--- config.mk ---
export PLATFORM = sky130hd
export DESIGN_NAME = epoch_seconds_to_calendar_unit_flat
export DESIGN_NICKNAME = d
export VERILOG_FILES = /design/src/es2c_pkg.sv /design/src/es2c_stamp_if.sv /design/src/es2c_cal_if.sv /design/src/epoch_seconds_to_calendar_unit.sv /design/src/flat_wrapper.sv
export SDC_FILE = /design/constraint.sdc
export NUM_CORES = 2
export LEC_CHECK = 0
export BUFFER_PORTS_ARGS = -buffer_cell sky130_fd_sc_hd__buf_2
export CAP_MARGIN = 20
export CORE_UTILIZATION = 58
export DETAILED_ROUTE_END_ITERATION = 10
export PLACE_DENSITY = 0.78
export SYNTH_ARGS = -nofsm -noshare
export SYNTH_HDL_FRONTEND = slang
export SYNTH_SLANG_ARGS = --single-unit
--- constraint.sdc ---
create_clock -name clk -period 11.3 [get_ports clk]
set_input_delay 0.565 -clock clk [delete_from_list [all_inputs] [get_ports clk]]
set_output_delay 0.565 -clock clk [all_outputs]
set_load 0.005 [all_outputs]
--- src/es2c_pkg.sv ---
// es2c_pkg: word types and calendar constants for the epoch seconds to calendar unit
// no dependencies; used by the channel interfaces and the top level

package es2c_pkg;

    localparam int UTC_W    = 32;
    localparam int ZONE_W   = 12;
    localparam int YEAR_W   = 12;
    localparam int MONTH_W  = 4;
    localparam int DAY_W    = 5;
    localparam int HOUR_W   = 5;
    localparam int MINUTE_W = 6;
    localparam int SECOND_W = 6;
    localparam int WDAY_W   = 3;

    // offset limit in minutes, one day either way
    localparam logic signed [ZONE_W-1:0] ZONE_LIMIT = 12'sd1440;

    // first second of 2100-01-01 in local time
    localparam logic [32:0] END_SECONDS = 33'd4102444800;

    // calendar anchors: counting starts at 1968-01-01, the leap year before the epoch
    localparam logic [YEAR_W-1:0] BASE_YEAR = 12'd1968;
    localparam logic [15:0] DAYS_1968_TO_1970 = 16'd731;

    typedef struct packed {
        logic [UTC_W-1:0] utc_seconds;
    } stamp_word_t;

    typedef struct packed {
        logic [YEAR_W-1:0]   cal_year;
        logic [MONTH_W-1:0]  cal_month;
        logic [DAY_W-1:0]    cal_day;
        logic [HOUR_W-1:0]   clock_hour;
        logic [MINUTE_W-1:0] clock_minute;
        logic [SECOND_W-1:0] clock_second;
        logic [WDAY_W-1:0]   week_day;
        logic                out_of_range;
    } cal_word_t;

endpackage

--- src/es2c_stamp_if.sv ---
// es2c_stamp_if: valid/ready channel that carries one utc timestamp word
// depends on es2c_pkg for the word type

interface es2c_stamp_if import es2c_pkg::*; ();

    logic        valid;
    logic        ready;
    stamp_word_t data;

    modport source (output valid, output data, input ready);
    modport sink (input valid, input data, output ready);

endinterface

--- src/es2c_cal_if.sv ---
// es2c_cal_if: valid/ready channel that carries one calendar result word
// depends on es2c_pkg for the word type

interface es2c_cal_if import es2c_pkg::*; ();

    logic      valid;
    logic      ready;
    cal_word_t data;

    modport source (output valid, output data, input ready);
    modport sink (input valid, input data, output ready);

endinterface

--- src/epoch_seconds_to_calendar_unit.sv ---
// epoch_seconds_to_calendar_unit: utc seconds to local calendar date and time of day
// depends on es2c_pkg, es2c_stamp_if and es2c_cal_if
//
// usage
//   stamp: valid/ready sink, one word = utc_seconds since 1970-01-01 00:00:00
//   cal:   valid/ready source, one word = year, month, day, hour, minute, second,
//          weekday (0 sunday) and out_of_range
//   cfg_wr_en/cfg_wr_data: writes the zone offset in minutes (signed), saturated
//          to +/-1440 on write; write it only while the unit is empty
//   a word is taken on every cycle in which stamp.ready is high, so the rate is
//   one word per clock; the result leaves the output register after the word
//   has passed the eight register stages of the divide-by-constant and
//   calendar pipeline
//   local time before 1970 reads as 1970-01-01 00:00:00, after 2099 as
//   2099-12-31 23:59:59, both with out_of_range set
//   when cal.ready is low with a word waiting, the whole pipe holds and
//   stamp.ready drops in the same cycle; nothing is lost
//   reset empties the pipe and clears the zone offset to zero

module epoch_seconds_to_calendar_unit
    import es2c_pkg::*;
(
    input  logic                      clk,
    input  logic                      rst_n,
    input  logic                      cfg_wr_en,
    input  logic signed [ZONE_W-1:0]  cfg_wr_data,
    es2c_stamp_if.sink                stamp,
    es2c_cal_if.source                cal
);

    localparam int PIPE_DEPTH = 8;

    // reciprocal multipliers, exact over the value range of each stage
    localparam logic [25:0] DIV675_MUL  = 26'd50903317;  // shift 35
    localparam logic [16:0] DIV1461_MUL = 17'd91868;     // shift 27
    localparam logic [17:0] DIV3600_MUL = 18'd149131;    // shift 29
    localparam logic [16:0] DIV7_MUL    = 17'd74899;     // shift 19
    localparam logic [12:0] DIV60_MUL   = 13'd4370;      // shift 18

    // first day of each month within a common year
    localparam logic [8:0] MONTH_START [12] = '{
        9'd0, 9'd31, 9'd59, 9'd90, 9'd120, 9'd151,
        9'd181, 9'd212, 9'd243, 9'd273, 9'd304, 9'd334
    };

    // control
    logic                    advance;
    logic [PIPE_DEPTH-1:0]   stage_valid_reg;
    logic [PIPE_DEPTH-1:0]   stage_valid_next;
    logic signed [17:0]      zone_seconds_reg;
    logic signed [17:0]      zone_seconds_next;
    logic signed [ZONE_W-1:0] zone_sat;

    // stage 1
    logic [UTC_W-1:0]  utc_reg;
    logic [UTC_W-1:0]  utc_next;
    // stage 2
    logic [33:0]       local_sum;
    logic [31:0]       local_reg;
    logic [31:0]       local_next;
    logic              flag2_reg;
    logic              flag2_next;
    // stage 3
    logic [50:0]       prod3_reg;
    logic [50:0]       prod3_next;
    logic [24:0]       x3_reg;
    logic [24:0]       x3_next;
    logic [6:0]        low3_reg;
    logic [6:0]        low3_next;
    logic              flag3_reg;
    logic              flag3_next;
    // stage 4
    logic [15:0]       days4;
    logic [24:0]       days_x675;
    logic [24:0]       rem675;
    logic [15:0]       dp4_reg;
    logic [15:0]       dp4_next;
    logic [15:0]       wk4_reg;
    logic [15:0]       wk4_next;
    logic [16:0]       sod4_reg;
    logic [16:0]       sod4_next;
    logic              flag4_reg;
    logic              flag4_next;
    // stage 5
    logic [32:0]       qprod5_reg;
    logic [32:0]       qprod5_next;
    logic [34:0]       hprod5_reg;
    logic [34:0]       hprod5_next;
    logic [32:0]       wprod5_reg;
    logic [32:0]       wprod5_next;
    logic [15:0]       dp5_reg;
    logic [15:0]       dp5_next;
    logic [15:0]       wk5_reg;
    logic [15:0]       wk5_next;
    logic [16:0]       sod5_reg;
    logic [16:0]       sod5_next;
    logic              flag5_reg;
    logic              flag5_next;
    // stage 6
    logic [15:0]       quad_x1461;
    logic [16:0]       hour_x3600;
    logic [13:0]       wk_quot;
    logic [15:0]       wk_x7;
    logic [5:0]        quad6_reg;
    logic [5:0]        quad6_next;
    logic [10:0]       rem6_reg;
    logic [10:0]       rem6_next;
    logic [HOUR_W-1:0] hour6_reg;
    logic [HOUR_W-1:0] hour6_next;
    logic [11:0]       rest6_reg;
    logic [11:0]       rest6_next;
    logic [WDAY_W-1:0] wd6_reg;
    logic [WDAY_W-1:0] wd6_next;
    logic              flag6_reg;
    logic              flag6_next;
    // stage 7
    logic [1:0]         year_in_quad;
    logic [8:0]         doy;
    logic               leap;
    logic [8:0]         mstart [12];
    logic [MONTH_W-1:0] month_idx;
    logic [YEAR_W-1:0]  year7_reg;
    logic [YEAR_W-1:0]  year7_next;
    logic [MONTH_W-1:0] month7_reg;
    logic [MONTH_W-1:0] month7_next;
    logic [DAY_W-1:0]   day7_reg;
    logic [DAY_W-1:0]   day7_next;
    logic [HOUR_W-1:0]  hour7_reg;
    logic [HOUR_W-1:0]  hour7_next;
    logic [24:0]        mprod7_reg;
    logic [24:0]        mprod7_next;
    logic [11:0]        rest7_reg;
    logic [11:0]        rest7_next;
    logic [WDAY_W-1:0]  wd7_reg;
    logic [WDAY_W-1:0]  wd7_next;
    logic               flag7_reg;
    logic               flag7_next;
    // stage 8, output register
    logic [MINUTE_W-1:0] minute8;
    logic [11:0]         min_x60;
    cal_word_t           cal_reg;
    cal_word_t           cal_next;

    // the pipe moves as one unless a finished word waits at the output
    assign advance     = !stage_valid_reg[PIPE_DEPTH-1] || cal.ready;
    assign stamp.ready = advance;
    assign cal.valid   = stage_valid_reg[PIPE_DEPTH-1];
    assign cal.data    = cal_reg;

    assign stage_valid_next = {stage_valid_reg[PIPE_DEPTH-2:0], stamp.valid};

    // zone offset saturated and scaled to seconds at write time
    always_comb
    begin
        priority if (cfg_wr_data < -ZONE_LIMIT)
        begin
            zone_sat = -ZONE_LIMIT;
        end
        else if (cfg_wr_data > ZONE_LIMIT)
        begin
            zone_sat = ZONE_LIMIT;
        end
        else
        begin
            zone_sat = cfg_wr_data;
        end
        zone_seconds_next = {{(18 - ZONE_W){zone_sat[ZONE_W-1]}}, zone_sat} * 18'sd60;
    end

    // stage 1 -> 2: local time and range clamp
    assign utc_next  = stamp.data.utc_seconds;
    assign local_sum = {2'b00, utc_reg} + {{16{zone_seconds_reg[17]}}, zone_seconds_reg};

    always_comb
    begin
        priority if (local_sum[33])
        begin
            local_next = '0;
            flag2_next = 1'b1;
        end
        else if (local_sum[32:0] >= END_SECONDS)
        begin
            local_next = 32'(END_SECONDS - 33'd1);
            flag2_next = 1'b1;
        end
        else
        begin
            local_next = local_sum[31:0];
            flag2_next = 1'b0;
        end
    end

    // stage 2 -> 3: divide by 86400 = 128 * 675, reciprocal product for the 675 part
    assign x3_next    = local_reg[31:7];
    assign low3_next  = local_reg[6:0];
    assign prod3_next = local_reg[31:7] * DIV675_MUL;
    assign flag3_next = flag2_reg;

    // stage 3 -> 4: day count and second of day
    assign days4      = prod3_reg[50:35];
    assign days_x675  = {9'd0, days4} * 25'd675;
    assign rem675     = x3_reg - days_x675;
    assign sod4_next  = {rem675[9:0], low3_reg};
    assign dp4_next   = days4 + DAYS_1968_TO_1970;
    assign wk4_next   = days4 + 16'd4;
    assign flag4_next = flag3_reg;

    // stage 4 -> 5: reciprocal products for years, hours and weekday
    assign qprod5_next = dp4_reg * DIV1461_MUL;
    assign hprod5_next = sod4_reg * DIV3600_MUL;
    assign wprod5_next = wk4_reg * DIV7_MUL;
    assign dp5_next    = dp4_reg;
    assign wk5_next    = wk4_reg;
    assign sod5_next   = sod4_reg;
    assign flag5_next  = flag4_reg;

    // stage 5 -> 6: quotients and remainders
    assign quad6_next = qprod5_reg[32:27];
    assign quad_x1461 = {10'd0, qprod5_reg[32:27]} * 16'd1461;
    assign rem6_next  = 11'(dp5_reg - quad_x1461);
    assign hour6_next = hprod5_reg[33:29];
    assign hour_x3600 = {12'd0, hprod5_reg[33:29]} * 17'd3600;
    assign rest6_next = 12'(sod5_reg - hour_x3600);
    assign wk_quot    = wprod5_reg[32:19];
    assign wk_x7      = {2'd0, wk_quot} * 16'd7;
    assign wd6_next   = 3'(wk5_reg - wk_x7);
    assign flag6_next = flag5_reg;

    // stage 6 -> 7: year within the four-year cycle, then month and day
    // every century year in range is a multiple of 400, so the cycle never breaks
    always_comb
    begin
        priority if (rem6_reg < 11'd366)
        begin
            year_in_quad = 2'd0;
            doy          = rem6_reg[8:0];
        end
        else if (rem6_reg < 11'd731)
        begin
            year_in_quad = 2'd1;
            doy          = 9'(rem6_reg - 11'd366);
        end
        else if (rem6_reg < 11'd1096)
        begin
            year_in_quad = 2'd2;
            doy          = 9'(rem6_reg - 11'd731);
        end
        else
        begin
            year_in_quad = 2'd3;
            doy          = 9'(rem6_reg - 11'd1096);
        end
        leap = (year_in_quad == 2'd0);

        for (int i = 0; i < 12; i++)
        begin
            mstart[i] = MONTH_START[i] + {8'd0, (leap && (i >= 2))};
        end

        month_idx = '0;
        for (int i = 1; i < 12; i++)
        begin
            if (doy >= mstart[i])
            begin
                month_idx = MONTH_W'(i);
            end
        end

        year7_next  = BASE_YEAR + {4'd0, quad6_reg, 2'b00} + {10'd0, year_in_quad};
        month7_next = month_idx + 4'd1;
        day7_next   = 5'(doy - mstart[month_idx] + 9'd1);
    end

    assign hour7_next  = hour6_reg;
    assign mprod7_next = rest6_reg * DIV60_MUL;
    assign rest7_next  = rest6_reg;
    assign wd7_next    = wd6_reg;
    assign flag7_next  = flag6_reg;

    // stage 7 -> 8: minute and second
    assign minute8 = mprod7_reg[23:18];
    assign min_x60 = {6'd0, minute8} * 12'd60;

    always_comb
    begin
        cal_next.cal_year     = year7_reg;
        cal_next.cal_month    = month7_reg;
        cal_next.cal_day      = day7_reg;
        cal_next.clock_hour   = hour7_reg;
        cal_next.clock_minute = minute8;
        cal_next.clock_second = 6'(rest7_reg - min_x60);
        cal_next.week_day     = wd7_reg;
        cal_next.out_of_range = flag7_reg;
    end

    // control registers
    always_ff @(posedge clk or negedge rst_n)
    begin
        if (!rst_n)
        begin
            stage_valid_reg  <= '0;
            zone_seconds_reg <= '0;
        end
        else
        begin
            if (advance)
            begin
                stage_valid_reg <= stage_valid_next;
            end
            if (cfg_wr_en)
            begin
                zone_seconds_reg <= zone_seconds_next;
            end
        end
    end

    // payload registers
    always_ff @(posedge clk)
    begin
        if (advance)
        begin
            utc_reg    <= utc_next;

            local_reg  <= local_next;
            flag2_reg  <= flag2_next;

            prod3_reg  <= prod3_next;
            x3_reg     <= x3_next;
            low3_reg   <= low3_next;
            flag3_reg  <= flag3_next;

            dp4_reg    <= dp4_next;
            wk4_reg    <= wk4_next;
            sod4_reg   <= sod4_next;
            flag4_reg  <= flag4_next;

            qprod5_reg <= qprod5_next;
            hprod5_reg <= hprod5_next;
            wprod5_reg <= wprod5_next;
            dp5_reg    <= dp5_next;
            wk5_reg    <= wk5_next;
            sod5_reg   <= sod5_next;
            flag5_reg  <= flag5_next;

            quad6_reg  <= quad6_next;
            rem6_reg   <= rem6_next;
            hour6_reg  <= hour6_next;
            rest6_reg  <= rest6_next;
            wd6_reg    <= wd6_next;
            flag6_reg  <= flag6_next;

            year7_reg  <= year7_next;
            month7_reg <= month7_next;
            day7_reg   <= day7_next;
            hour7_reg  <= hour7_next;
            mprod7_reg <= mprod7_next;
            rest7_reg  <= rest7_next;
            wd7_reg    <= wd7_next;
            flag7_reg  <= flag7_next;

            cal_reg    <= cal_next;
        end
    end

endmodule
--- src/flat_wrapper.sv ---
// flat-port wrapper written by rule: the top's interface ports become plain ports
module epoch_seconds_to_calendar_unit_flat import es2c_pkg::*;
  (clk, rst_n, cfg_wr_en, cfg_wr_data, stamp_valid, stamp_data, stamp_ready, cal_valid, cal_data, cal_ready);
  es2c_stamp_if stamp_i ();
  es2c_cal_if cal_i ();
  input  logic clk;
  input  logic rst_n;
  input  logic cfg_wr_en;
  input  logic signed [ZONE_W-1:0] cfg_wr_data;
  input wire logic [$bits(stamp_i.valid)-1:0] stamp_valid;
  input wire logic [$bits(stamp_i.data)-1:0] stamp_data;
  output wire logic [$bits(stamp_i.ready)-1:0] stamp_ready;
  output wire logic [$bits(cal_i.valid)-1:0] cal_valid;
  output wire logic [$bits(cal_i.data)-1:0] cal_data;
  input wire logic [$bits(cal_i.ready)-1:0] cal_ready;
  assign stamp_i.valid = stamp_valid;
  assign stamp_i.data = stamp_data;
  assign stamp_ready = stamp_i.ready;
  assign cal_valid = cal_i.valid;
  assign cal_data = cal_i.data;
  assign cal_i.ready = cal_ready;
  epoch_seconds_to_calendar_unit u_core (.clk(clk), .rst_n(rst_n), .cfg_wr_en(cfg_wr_en), .cfg_wr_data(cfg_wr_data), .stamp(stamp_i), .cal(cal_i));
endmodule
== After elaboration in Yosys (flattened, before gate mapping) ==
Cells that the tools add are included.

* Memories kept: 0
* Bits in latches: 0
* Register bits after elaboration: 472
* Bits in read-only memories: 0
* RAM bits: 0
* Output and inout port bits: 44

* Multipliers: 11
* Bitwise gates (word level): 1
* Mux-type cells: 24
* Reduce and logical (&&, ||, !) cells: 4
* Divide/modulo/power cells: 0
* Shifts and indexed selects: 0
* Equal/unequal tests: 0
* Magnitude comparators: 18
* $add $sub $neg: 26

{| class="wikitable"
|+ Operators with widths
! operator !! number
|-
| greater-or-equal comparator 9 bit || 7
|-
| multiplier 25 x 26 -> 51 bit (second input constant) || 1
|-
| adder 8 x 1 -> 9 bit (first input constant) || 4
|-
| binary-select mux 9 bit (select 4 bit) || 1
|-
| adder 33 x 18 -> 34 bit || 1
|-
| multiplier 17 x 18 -> 34 bit (second input constant) || 1
|-
| greater-or-equal comparator 33 x 32 -> 1 bit (second input constant) || 1
|-
| multiplier 16 x 17 -> 33 bit (second input constant) || 1
|-
| two-way mux 32 bit || 1
|-
| multiplier 16 x 15 -> 31 bit (second input constant) || 1
|-
| adder 9 x 1 -> 9 bit (first input constant) || 3
|-
| two-way mux 9 bit || 3
|-
| two-way mux 12 bit || 2
|-
| multiplier 12 x 12 -> 23 bit (second input constant) || 1
|-
| greater-or-equal comparator 9 x 8 -> 1 bit || 2
|-
| multiplier 18 x 4 -> 16 bit (second input constant) || 1
|-
| adder 16 x 10 -> 16 bit (second input constant) || 1
|-
| adder 16 x 3 -> 16 bit (second input constant) || 1
|-
| adder 7 x 1 -> 8 bit (first input constant) || 2
|-
| multiplier 16 x 10 -> 10 bit (second input constant) || 1
|-
| two-way mux 4 bit || 4
|-
| multiplier 14 x 3 -> 3 bit (second input constant) || 1
|-
| adder 11 x 8 -> 12 bit (first input constant) || 1
|-
| adder 12 x 2 -> 12 bit || 1
|-
| other kinds (32) || 41
|}

== Logic depth before layout (Yosys ltp) ==
* Word-level depth: 23
* Mapped depth: 30
* Depth with buffers taken out: 29

== Least setup slack after synthesis ==
Ideal clock, no wire load.

* Kind: in2reg
* Start point: in cal_ready
* End point: reg u_core.stage_valid_reg[0]
* Library setup time: 113 ps
* Cell stages on the path: 3
* Data arrival time: 10555 ps
* Buffers on the path: 1
* Data required time: 11187 ps
* Slack: 633 ps
* Cell sequence: nand2b_1 -> clkbuf_1 -> mux2_2

* Cells in the longest elaborated chain, start to end: 1

{| class="wikitable"
|+ RTL lines
! item !! line !! RTL
|-
| start, declared || flat_wrapper.sv:15 || <nowiki>input wire logic [$bits(cal_i.ready)-1:0] cal_ready;</nowiki>
|-
| logical OR 1 bit || epoch_seconds_to_calendar_unit.sv:145 || <nowiki>assign advance = !stage_valid_reg[PIPE_DEPTH-1] || cal.ready;</nowiki>
|-
| net stamp_ready || flat_wrapper.sv:12 || <nowiki>output wire logic [$bits(stamp_i.ready)-1:0] stamp_ready;</nowiki>
|-
| end signal, assigned || epoch_seconds_to_calendar_unit.sv:308 || <nowiki>stage_valid_reg <= stage_valid_next;</nowiki>
|-
| end, declared || epoch_seconds_to_calendar_unit.sv:48 || <nowiki>logic [PIPE_DEPTH-1:0] stage_valid_reg;</nowiki>
|}

The timed path passes the listed nets, and every way through them passes these cells.
A chain may end at the register's enable or synchronous reset.

== Final worst setup path ==
* Start point: reg u_core.local_reg[12]
* End point: reg u_core.prod3_reg[50], data pin

* Cells in the longest elaborated chain, start to end: 1

{| class="wikitable"
|+ RTL lines
! item !! line !! RTL
|-
| start, declared || epoch_seconds_to_calendar_unit.sv:59 || <nowiki>logic [31:0] local_reg;</nowiki>
|-
| start signal, assigned || epoch_seconds_to_calendar_unit.sv:324 || <nowiki>local_reg <= local_next;</nowiki>
|-
| multiplier 25 x 26 -> 51 bit || epoch_seconds_to_calendar_unit.sv:196 || <nowiki>assign prod3_next = local_reg[31:7] * DIV675_MUL;</nowiki>
|-
| net u_core.prod3_next[50] || epoch_seconds_to_calendar_unit.sv:65 || <nowiki>logic [50:0] prod3_next;</nowiki>
|-
| end signal, assigned || epoch_seconds_to_calendar_unit.sv:327 || <nowiki>prod3_reg <= prod3_next;</nowiki>
|-
| end, declared || epoch_seconds_to_calendar_unit.sv:64 || <nowiki>logic [50:0] prod3_reg;</nowiki>
|}

The timed path passes the listed nets, and every way through them passes these cells.

==> flow_summary_export.csv <==
group,metric,value,unit
synthesis,synthTopCellsByCount,"841 x ha_1, 790 x inv_1, 451 x fa_1",
finish,largest_register_ffs,41,
finish,final_cell_count_no_fill,4535,
floorplanning,io_pins,93,
synthesis,synth_enable_flop_cells,310,
sta,setup-tns-final,0,ns
sta,finalCritPeriodShare,64.45,%
clock_tree,clock-sinks,334,
floorplanning,die_x,264.0,µm
floorplanning,coreArea,0.06751,mm²
grt,grt_pass1_vias,26467,
grt,antenna_found_initial,0,
synthesis,ys_ff_latch,334,
floorplanning,rows,95,
clock_tree,postCtsSetupRepairBufs,0,
sta,period_minus_slack,7.283,ns
worst_setup_path,cp_max_fo,12,
sta,fin_skew,0.02757,ns
sta,fmax,0.1373,GHz
grt,grt_pass1_wl,132900,µm
synthesis,netlist_instances,3524,
clock_tree,hold_buffers,1,
sta,hold_viol_final,0,
grt,grt_usage,23.86,%
routing,vias,24856,
placed_design,dp.final_hpwl,66250,µm
synthesis,syn_avg_cell_area,11.30,µm²
finish,fin_util,63.21,%
routing,routed_wl,79540,µm
clock_tree,cts_buffers,41,
routing,viasPerCell,5.481,
clock_tree,cts_root_buf,"clkbuf_16",
floorplanning,die_height,264.0,µm
synthesis,yosysMostFrequentCell,"ha_1",
synthesis,synth.cell_area,0.03980,mm²
routing,drc,0,
sta,final-setup-viol-count,0,
synthesis,seq_area_frac_synth,24.90,%
run_status,status,"finished, final reports clean",
flow_run,drv_cap,0,
routing,detail-route-antenna-nets,0,
placed_design,port_buffers,92,
clock_tree,cts_tree,"done",
clock_tree,cts_buffer_depth,3,
worst_setup_path,cp_data_required_time,11.63,ns
worst_setup_path,cp-start-kind,"register",
synthesis,synth_top_area_share,26.44,%
synthesis,ys_warn_count,0,
routing,drt-initial-drc-count,1191,
floorplanning,start_util,58.96,%
worst_setup_path,critical_path_arrival,7.61,ns
synthesis,syn_nets,4865,
worst_setup_path,worstSetupPathType,"register to register",
clock_tree,clk-insertion-delay-late,0.58,ns
sta,drv_slew,0,
clock_tree,clk_pin_slew_worst_paths,0.06,ns
worst_setup_path,end_kind,"register",
synthesis,async_flop_share,7.186,%
synthesis,synth_top_flop_cell,"edfxtp_1",
grt,grt_overflow,0,
sta,maxSlewHeadroom,34.81,%
grt,grt_max_degree,77,
worst_setup_path,ff2ff_setup_slack,4.02,ns
clock_tree,htreeDepth,2,
floorplanning,die-area,0.06968,mm²
min_path,hold_class,"input port to register",
synthesis,yosysUniqueCellTypes,102,
placed_design,dp_cells,4458,
synthesis,synth.area.top_cells,"ha_1 26%, edfxtp_1 23%, fa_1 23%, inv_1 7.4%, xnor2_1 2.6%",
sta,rsz0062_at_grt,"false",
finish,n_antenna_cell,0,
routing,dr.pass1.iters,5,
finish,fillers,5183,
finish,nets,4970,
sta,worst_slew_pin_slew,0.9778,ns
finish,drive_above_1_share,6.772,%
finish,syn_to_final_growth,7.214,%
placed_design,globalplace.congestion,0.9435,
routing,wl_per_cell,17.54,µm
synthesis,netlist.top_cell.by_area,"ha_1",
clock_tree,cts_resized,0,
path summary, 6_finish.rpt:
kind	from	to	depth (start not counted)
max in group asynchronous	rst_n	u_core.zone_seconds_reg[2]	2
min in group asynchronous	rst_n	u_core.zone_seconds_reg[3]	2
hold reg to reg	u_core.day7_reg[4]	u_core.cal.data[25]	0
hold / removal	stamp_data[9]	u_core.utc_reg[9]	1
setup reg to reg	u_core.local_reg[12]	u_core.prod3_reg[50]	24
setup / recovery	u_core.local_reg[12]	u_core.prod3_reg[50]	24
routing by layer:
| layer | track usage (%) | routed length, µm | share of wire [%] | vias up |
|---|---|---|---|---|
| met5 | 0 | 0 | 0 | - |
| met4 | 7.888 | 2662 | 3.3 | 0 |
| met3 | 2.554 | 3047 | 3.8 | 119 |
| met2 | 43.26 | 40590 | 51 | 526 |
| met1 | 29.58 | 33240 | 42 | 12170 |
| li1 | - | - | - | 12041 |
through the flow:
stage | area (µm²) | hold slack [ns] | setup slack (ns)
after global routing | 42680 | 0.1525 | 3.686
after global placement | 41210 | 0.4007 | 4.339
after detailed placement | 41210 | 0.4045 | 4.133
after CTS | 42680 | 0.1399 | 4.100
after floorplan | 39800 | 0.2694 | 0.6325
final | 42680 | 0.1736 | 4.017
cell families (layout without fill, tap and decap cells):
logic type	after synthesis	in the layout	share of synthesized area, %
xor gates and xnor gates	164	164	3.703
AOI/OAI and AO/OA	471	471	8.195
and+or+nand+nor	406	406	5.337
adders and majority gates	1292	1292	49.12
DFF	334	334	24.90
buffers and inverters	830	968	8.003
muxes	27	27	0.7481
cells in the final DEF, fill, tap and decap left out, types with 21 or more instances in the layout:
cell type	n
o211ai_1	21
xor2_1	42
edfxtp_1	310
fa_1	451
a21o_1	52
nor3_1	24
xnor2_1	119
mux2_2	22
o21a_1	22
nand2_1	79
ha_1	841
a21oi_1	136
inv_1	790
nand2b_1	26
nor2_1	109
buf_2	92
dfrtp_1	24
and3_1	21
clkbuf_16	42
nor2b_1	23
nand3_1	27
o21ai_0	75
critical path: stages (launching register included):
cell and delay, ns:
edfxtp_1 0.78, inv_1 0.11, ha_1 0.35, inv_1 0.11
fa_1 0.43, ha_1 0.29, inv_1 0.05, fa_1 0.49
inv_1 0.05, fa_1 0.49, inv_1 0.06, fa_1 0.53
inv_1 0.06, fa_1 0.49, ha_1 0.36, o21ai_0 0.18
nor2_1 0.09, a2111o_1 0.42, nor3_1 0.27, o31ai_1 0.18
a31oi_1 0.34, o31ai_1 0.22, a21o_1 0.21, o41ai_1 0.33
xnor2_1 0.12
final cells by class:
class / count / area, µm² / area share [%]
clock inverter: 28 / 381.6 / 0.8942
tap: 873 / 1092 / 2.560
multi-input combinational: 2360 / 26720 / 62.62
timing repair buffer: 99 / 515.5 / 1.208
sequential: 334 / 9910 / 23.22
clock buffer: 48 / 1074 / 2.516
inverter: 793 / 2979 / 6.981
Power is not shown: default switching activity piles up to over one toggle a cycle in this logic, so the estimate is an artifact.
